==> config.mk <==
export PLATFORM = sky130hd
export DESIGN_NAME = sorted_stream_merge_list
export DESIGN_NICKNAME = d
export VERILOG_FILES = /design/src/design/ssml_pkg.sv /design/src/design/ssml_core.sv /design/src/design/sorted_stream_merge_list.sv
export SDC_FILE = /design/constraint.sdc
export NUM_CORES = 1
export LEC_CHECK = 0
export ABC_AREA = 1
export BUFFER_PORTS_ARGS = -buffer_cell sky130_fd_sc_hd__buf_2
export CAP_MARGIN = 15
export CORE_AREA = 2 2 339 173
export CTS_CLUSTER_SIZE = 8
export DETAILED_ROUTE_END_ITERATION = 16
export DIE_AREA = 0 0 341 175
export SYNTH_ARGS = -nofsm -noshare
export SYNTH_HDL_FRONTEND = slang
export SYNTH_SLANG_ARGS = --single-unit
==> constraint.sdc <==
create_clock -name clock -period 6.15 [get_ports clock]
set_input_delay 1.23 -clock clock [delete_from_list [all_inputs] [get_ports clock]]
set_output_delay 1.23 -clock clock [all_outputs]
set_load 0.02 [all_outputs]
==> src/design/ssml_pkg.sv <==
// shared types and constants for the sorted stream merge list
package ssml_pkg;

   // stream count and key length in characters
   localparam int STREAMS   = 12;
   localparam int KEY_CHARS = 4;

   // port field widths
   localparam int STREAM_W = 4;
   localparam int KEY_W    = 32;

   // width of a list slot address
   localparam int IDX_W = (STREAMS > 1) ? $clog2(STREAMS) : 1;

   // only the low KEY_CHARS characters of a key are kept
   localparam logic [KEY_W-1:0] KEY_MASK =
      (KEY_CHARS * 8 >= KEY_W) ? {KEY_W{1'b1}} : ((KEY_W'(1) << (KEY_CHARS * 8)) - KEY_W'(1));

   typedef logic [IDX_W-1:0] idx_type;

   typedef enum logic [0:0] {
      OP_INSERT = 1'b0,
      OP_POP    = 1'b1
   } op_type;

   typedef enum logic [1:0] {
      ST_OK     = 2'd0,
      ST_EMPTY  = 2'd1,
      ST_LISTED = 2'd2
   } status_type;

   typedef enum logic [2:0] {
      S_IDLE,
      S_HEAD,
      S_WALK,
      S_LINK,
      S_POP
   } state_type;

   // one request item handed to the list engine
   typedef struct packed {
      op_type                op;
      logic [STREAM_W-1:0]   stream_index;
      logic [KEY_W-1:0]      account_key;
   } cmd_type;

   // one result item from the list engine
   typedef struct packed {
      status_type            status;
      logic [STREAM_W-1:0]   popped_stream;
      logic [KEY_W-1:0]      popped_key;
      logic                  now_empty;
   } res_type;

endpackage

==> src/design/ssml_core.sv <==
// linked list engine: key and link memories, list walk and pop
module ssml_core (
   input  logic              clock,
   input  logic              reset,
   input  logic              start,
   input  ssml_pkg::cmd_type cmd,
   output logic              idle,
   output logic              done,
   output ssml_pkg::res_type res
);

   // list memories, one entry per stream
   logic [ssml_pkg::KEY_W-1:0] key_mem_ff  [ssml_pkg::STREAMS];
   ssml_pkg::idx_type          link_mem_ff [ssml_pkg::STREAMS];

   // registered read data
   logic [ssml_pkg::KEY_W-1:0] key_rd_ff;
   ssml_pkg::idx_type          link_rd_ff;

   // memory access controls
   logic                       rd_en;
   ssml_pkg::idx_type          rd_addr;
   logic                       key_we;
   ssml_pkg::idx_type          key_wa;
   logic [ssml_pkg::KEY_W-1:0] key_wd;
   logic                       link_we;
   ssml_pkg::idx_type          link_wa;
   ssml_pkg::idx_type          link_wd;

   // control state
   ssml_pkg::state_type        state_ff, state_in;
   ssml_pkg::idx_type          head_ff, head_in;
   logic                       empty_ff, empty_in;
   logic [ssml_pkg::STREAMS-1:0] in_list_ff, in_list_in;

   // working registers of the item in progress
   ssml_pkg::idx_type          s_ff, s_in;
   logic [ssml_pkg::KEY_W-1:0] key_ff, key_in;
   ssml_pkg::idx_type          cur_ff, cur_in;
   ssml_pkg::idx_type          prev_ff, prev_in;
   ssml_pkg::idx_type          succ_ff, succ_in;

   // decoded request
   logic                       in_range;
   ssml_pkg::idx_type          req_idx;
   logic [ssml_pkg::KEY_W-1:0] req_key;
   logic                       goes_ahead;

   assign in_range = ({1'b0, cmd.stream_index} < (ssml_pkg::STREAM_W + 1)'(ssml_pkg::STREAMS));
   assign req_idx  = cmd.stream_index[ssml_pkg::IDX_W-1:0];
   assign req_key  = cmd.account_key & ssml_pkg::KEY_MASK;

   // new entry sorts ahead of the entry just read, ties to lower stream
   assign goes_ahead = (key_ff < key_rd_ff) || ((key_ff == key_rd_ff) && (s_ff < cur_ff));

   assign idle = (state_ff == ssml_pkg::S_IDLE);

   // memories: one write per store, one shared read address
   always_ff @(posedge clock) begin
      if (key_we) begin
         key_mem_ff[key_wa] <= key_wd;
      end
      if (link_we) begin
         link_mem_ff[link_wa] <= link_wd;
      end
      if (rd_en) begin
         key_rd_ff  <= key_mem_ff[rd_addr];
         link_rd_ff <= link_mem_ff[rd_addr];
      end
   end

   // control registers
   always_ff @(posedge clock) begin
      if (reset) begin
         state_ff   <= ssml_pkg::S_IDLE;
         head_ff    <= '0;
         empty_ff   <= 1'b1;
         in_list_ff <= '0;
      end else begin
         state_ff   <= state_in;
         head_ff    <= head_in;
         empty_ff   <= empty_in;
         in_list_ff <= in_list_in;
      end
   end

   // working registers
   always_ff @(posedge clock) begin
      s_ff    <= s_in;
      key_ff  <= key_in;
      cur_ff  <= cur_in;
      prev_ff <= prev_in;
      succ_ff <= succ_in;
   end

   // sequencer: next state, memory accesses and result
   always_comb begin
      state_in   = state_ff;
      head_in    = head_ff;
      empty_in   = empty_ff;
      in_list_in = in_list_ff;
      s_in       = s_ff;
      key_in     = key_ff;
      cur_in     = cur_ff;
      prev_in    = prev_ff;
      succ_in    = succ_ff;
      rd_en      = 1'b0;
      rd_addr    = head_ff;
      key_we     = 1'b0;
      key_wa     = req_idx;
      key_wd     = req_key;
      link_we    = 1'b0;
      link_wa    = s_ff;
      link_wd    = succ_ff;
      done       = 1'b0;
      res.status        = ssml_pkg::ST_OK;
      res.popped_stream = '0;
      res.popped_key    = '0;
      res.now_empty     = empty_ff;

      case (state_ff)
         ssml_pkg::S_IDLE: begin
            if (start) begin
               if (cmd.op == ssml_pkg::OP_INSERT) begin
                  if (!in_range || in_list_ff[req_idx]) begin
                     // rejected insert leaves the list alone
                     done       = 1'b1;
                     res.status = ssml_pkg::ST_LISTED;
                  end else begin
                     key_we              = 1'b1;
                     in_list_in[req_idx] = 1'b1;
                     s_in                = req_idx;
                     key_in              = req_key;
                     if (empty_ff) begin
                        // first entry becomes head and tail
                        link_we       = 1'b1;
                        link_wa       = req_idx;
                        link_wd       = req_idx;
                        head_in       = req_idx;
                        empty_in      = 1'b0;
                        done          = 1'b1;
                        res.now_empty = 1'b0;
                     end else begin
                        rd_en    = 1'b1;
                        rd_addr  = head_ff;
                        cur_in   = head_ff;
                        state_in = ssml_pkg::S_HEAD;
                     end
                  end
               end else begin
                  if (empty_ff) begin
                     done          = 1'b1;
                     res.status    = ssml_pkg::ST_EMPTY;
                     res.now_empty = 1'b1;
                  end else begin
                     rd_en    = 1'b1;
                     rd_addr  = head_ff;
                     cur_in   = head_ff;
                     state_in = ssml_pkg::S_POP;
                  end
               end
            end
         end

         ssml_pkg::S_HEAD, ssml_pkg::S_WALK: begin
            if (goes_ahead) begin
               if (state_ff == ssml_pkg::S_HEAD) begin
                  // new entry takes over the head
                  link_we       = 1'b1;
                  link_wa       = s_ff;
                  link_wd       = cur_ff;
                  head_in       = s_ff;
                  done          = 1'b1;
                  res.now_empty = 1'b0;
                  state_in      = ssml_pkg::S_IDLE;
               end else begin
                  // link in between prev and cur
                  link_we  = 1'b1;
                  link_wa  = prev_ff;
                  link_wd  = s_ff;
                  succ_in  = cur_ff;
                  state_in = ssml_pkg::S_LINK;
               end
            end else begin
               prev_in = cur_ff;
               if (link_rd_ff == cur_ff) begin
                  // reached the tail: append
                  link_we  = 1'b1;
                  link_wa  = cur_ff;
                  link_wd  = s_ff;
                  succ_in  = s_ff;
                  state_in = ssml_pkg::S_LINK;
               end else begin
                  rd_en    = 1'b1;
                  rd_addr  = link_rd_ff;
                  cur_in   = link_rd_ff;
                  state_in = ssml_pkg::S_WALK;
               end
            end
         end

         ssml_pkg::S_LINK: begin
            // successor of the new entry
            link_we       = 1'b1;
            link_wa       = s_ff;
            link_wd       = succ_ff;
            done          = 1'b1;
            res.now_empty = 1'b0;
            state_in      = ssml_pkg::S_IDLE;
         end

         ssml_pkg::S_POP: begin
            res.popped_stream  = ssml_pkg::STREAM_W'(cur_ff);
            res.popped_key     = key_rd_ff;
            in_list_in[cur_ff] = 1'b0;
            done               = 1'b1;
            if (link_rd_ff == cur_ff) begin
               empty_in      = 1'b1;
               head_in       = '0;
               res.now_empty = 1'b1;
            end else begin
               head_in       = link_rd_ff;
               res.now_empty = 1'b0;
            end
            state_in = ssml_pkg::S_IDLE;
         end

         default: begin
            state_in = ssml_pkg::S_IDLE;
         end
      endcase
   end

endmodule

==> src/design/sorted_stream_merge_list.sv <==
// Selector for a k-way merge: stream keys kept in a linked list sorted by key, then stream.
// An insert of a stream that is already listed or out of range, a pop of an empty list
// and an insert into an empty list finish straight from idle. A pop reads the head, then
// finishes in the pop state. An insert into a non-empty list reads the head, then either
// becomes the new head or walks the list, linking in between two entries or at the tail
// with a final link state; the walk is set by the single read port of the key and link
// memories, one list entry per cycle. The next item
// is taken as soon as the list engine is idle and the result register is free or being
// emptied in the same cycle.
module sorted_stream_merge_list (
   input  logic                            clock,
   input  logic                            reset,
   input  logic                            req_valid,
   output logic                            req_stall,
   input  logic [0:0]                      req_opcode,
   input  logic [ssml_pkg::STREAM_W-1:0]   req_stream_index,
   input  logic [ssml_pkg::KEY_W-1:0]      req_account_key,
   output logic                            rsp_valid,
   input  logic                            rsp_stall,
   output logic [1:0]                      rsp_status,
   output logic [ssml_pkg::STREAM_W-1:0]   rsp_popped_stream,
   output logic [ssml_pkg::KEY_W-1:0]      rsp_popped_key,
   output logic                            rsp_now_empty
);

   ssml_pkg::cmd_type cmd;
   ssml_pkg::res_type res;
   logic              core_idle;
   logic              core_done;
   logic              out_free;
   logic              start;

   logic              rsp_valid_ff, rsp_valid_in;
   ssml_pkg::res_type rsp_ff, rsp_in;

   // item accepted when the engine is idle and the result slot opens up
   assign out_free  = !rsp_valid_ff || !rsp_stall;
   assign req_stall = !(core_idle && out_free);
   assign start     = req_valid && !req_stall;

   assign cmd.op           = ssml_pkg::op_type'(req_opcode);
   assign cmd.stream_index = req_stream_index;
   assign cmd.account_key  = req_account_key;

   ssml_core u_core (
      .clock (clock),
      .reset (reset),
      .start (start),
      .cmd   (cmd),
      .idle  (core_idle),
      .done  (core_done),
      .res   (res)
   );

   // result register
   always_comb begin
      rsp_valid_in = rsp_valid_ff && rsp_stall;
      rsp_in       = rsp_ff;
      if (core_done) begin
         rsp_valid_in = 1'b1;
         rsp_in       = res;
      end
   end

   always_ff @(posedge clock) begin
      if (reset) begin
         rsp_valid_ff <= 1'b0;
      end else begin
         rsp_valid_ff <= rsp_valid_in;
      end
   end

   always_ff @(posedge clock) begin
      rsp_ff <= rsp_in;
   end

   assign rsp_valid         = rsp_valid_ff;
   assign rsp_status        = rsp_ff.status;
   assign rsp_popped_stream = rsp_ff.popped_stream;
   assign rsp_popped_key    = rsp_ff.popped_key;
   assign rsp_now_empty     = rsp_ff.now_empty;

endmodule

==> out/qor.csv <==
metric,value,unit
outcome,completed,
drc_errors,0,
wl_met2,26400,um
finalSetupViolations,0,
wl_met1,32700,um
route.met3.wl,6490,um
postCtsSetupBuffers,0,
finalCritPeriodShare,70.8,%
crit_slowest_cell,nand2_4,
drtIter0Drc,1904,
path_cells,inv_1 > nand2_1 > a21oi_1 > nand2_1 > clkinv_1 > nor2_1 > nand2_1 > nand2_4 > buf_4 > nand3_1 > nand3_1 > nand3_1 > nand2_1,
synthArstFlopShare,0,%
cellPowerDensity,349,mW/mm2
ctsResizeCount,0,
h-tree-depth,3,
avgSynthCellArea,11.1,um2
critPathRequiredTime,6620,ps
syn_to_final_growth,13.3,%
drive_above_1_share,10.2,%
tns,0,ps
gp_congestion,0.917,
critPathMaxFanout,62,
max_freq,0.230,GHz
min_from,u_core.in_list_ff[4],
wire_per_inst,21.1,um
cp_num_buf_inv,3,
ys_ff_latch,576,
finalNonFillerCells,3155,
worst_slack,1800,ps
die_h,175,um
final_max_slew_viol_count,0,
grt.total_usage,22.5,%
start_kind,flip-flop,
start_util,44.6,%
cts_made_buffers,81,
rsz0062_at_grt,false,
ir_drop,0.207,mV
hold_viol,0,
fillCellCount,4959,
grt_pass1_vias,15900,
syn_nets,2361,
cts-root-buf,clkbuf_16,
regToRegStartpoint,u_core.cur_ff[0],
rrSetupSlack,1800,ps
ios,82,
ys_types,45,
final_nets,2444,
placed_cells,3052,
overflow,0,
arrival,4830,ps
antenna_found_initial,0,
tightest_slew,1210,ps
ctsLongestPathBuffers,3,
grt_max_degree,87,
grt_pass1_wl,101000,um
top_layer_used,met4,
port_buffers,81,
critical_path_class,reg2reg,
skew,26.5,ps
dpl.hpwl,39700,um
syn-instance-count,2285,
num_rows,62,
critical_path.endpoint_type,flip-flop,
syn_area,0.0253,mm2
cts_tree,done,
synth_ff_type,edfxtp_1,
drtAntennaViolNets,0,
clock_sinks,576,
first_pass_iters,5,
die_w,341,um
core_area,0.0567,mm2
critPathLaunch,u_core.cur_ff[0],
drv_cap,0,
holdBufCountCts,0,
leakage,11.6,nW
cpLargestDelayFamily,simple AND/OR/NAND/NOR gates,
dpl_worst_slack,1690,ps
die_area,0.0597,mm2
synth_edf_count,555,
clk_pin_slew_worst_paths,60,ps
worst_path_most_repeated_cell,nand2_1,
slowest_delay,630,ps
maxSlewHeadroom,18.7,%
ys_seq_area_share,67.5,%
vias,17200,
yosys_warnings,0,
hold_class,reg2reg,
period_minus_slack,4350,ps
avgViaCountPerCell,5.44,
drt_wl_total,66700,um
fin_util,50.6,%
clk_latency,620,ps
## routing by layer
metal	vias up	global-route usage, %
met5	-	0
met2	748	29.7
li1	7981	-
met3	82	5.50
met4	0	5.76
met1	8348	36.1
## path summary, 6_finish.rpt
path | to | cells after the start
min reg2reg | u_core.in_list_ff[4] | 2
max | u_core.key_rd_ff[24] | 13
min | u_core.in_list_ff[4] | 2
max reg2reg | u_core.key_rd_ff[24] | 13
## cells in the final DEF (no fill, tap or decap), types with 2 or more instances in the layout
master	n
clkbuf_16	84
buf_12	3
nor2_2	2
buf_2	81
ha_1	35
nand4_1	8
o31a_1	2
clkbuf_1	12
nor3_1	17
nor2_1	89
diode_2	2
o21ai_1	10
edfxtp_1	555
clkinv_1	3
o211a_1	2
clkinv_8	2
xor2_1	2
a21oi_1	20
nand3_2	2
inv_2	9
inv_1	315
o21ai_0	41
a211oi_1	2
o211ai_1	81
nand2_2	5
nand3b_1	73
buf_4	27
nor4_2	3
nor2_4	5
dfxtp_1	21
nand2_1	533
nand3_1	305
o21ai_4	3
o22ai_1	3
o221a_2	3
nand2_4	4
a221oi_1	4
a22oi_1	2
nor3_2	4
## cell type report
class / instances / area, um2 / share of cell area, %
multi-input combinational: 1271 / 6520 / 22.7
clock inverter: 4 / 71.3 / 0.249
timing repair buffer: 111 / 668 / 2.33
tap: 768 / 961 / 3.35
sequential: 576 / 17100 / 59.6
clock buffer: 96 / 2150 / 7.48
inverter: 327 / 1230 / 4.28
antenna: 2 / 5.00 / 0.0174
## synth_stat cells, drive strengths merged, types with 9 or more instances
cell	n	share of area (%)
a21oi	20	0.40
buf	79	1.9
clkbuf	32	0.47
dfxtp	21	1.7
edfxtp	555	66
ha	35	1.7
inv	324	4.8
nand2	543	8.2
nand3	307	6.1
nand3b	73	2.2
nand4	9	0.25
nor2	96	1.4
nor3	22	0.48
o211ai	81	2.4
o21ai	54	1.1
## state kept, by name (all words and copies together), names as in the netlist, 2 cells and up
| register | cells |
|---|---|
| u_core.key_mem_ff | 384 |
| u_core.link_mem_ff | 48 |
| rsp_popped_key | 32 |
| u_core.key_ff | 32 |
| u_core.key_rd_ff | 32 |
| u_core.in_list_ff | 12 |
| rsp_popped_stream | 4 |
| u_core.cur_ff | 4 |
| u_core.head_ff | 4 |
| u_core.link_rd_ff | 4 |
| u_core.prev_ff | 4 |
| u_core.s_ff | 4 |
| u_core.succ_ff | 4 |
| u_core.state_ff | 3 |
| rsp_status | 2 |
## cells by family after synthesis
group                      count (synthesis)  synth area share [%]
and+or+nand+nor                         1055                  18.8
DFF                                      576                  67.5
buffers and inverters                    438                  7.24
AOI/OAI and AO/OA                        179                  4.70
adders and majority gates                 35                  1.73
xor gates and xnor gates                   2                0.0692
## metrics by stage
stage	instance area [um2]	power (mW)	hold slack, ps
CTS	28700	10.1	489
detailed placement	26400	6.05	478
floorplan	25300	5.58	421
finish	28700	10.0	497
global placement	26400	6.03	480
global route	28700	10.4	533
## power breakdown
group | leakage [nW] | total, mW | internal (mW) | switching, mW
logic | 5.28 | 1.47 | 0.388 | 1.08
clock network | 1.08 | 4.02 | 2.42 | 1.59
registers | 5.22 | 4.52 | 4.48 | 0.0414
## tightest hold or removal path: cells and delay by family, from the launching register on
family / cells / cell delay [ps]
AO/OA/AOI/OAI: 1 / 70
flip-flops: 1 / 300
buffers and inverters: 1 / 70
(Power assumes the default switching activity.)
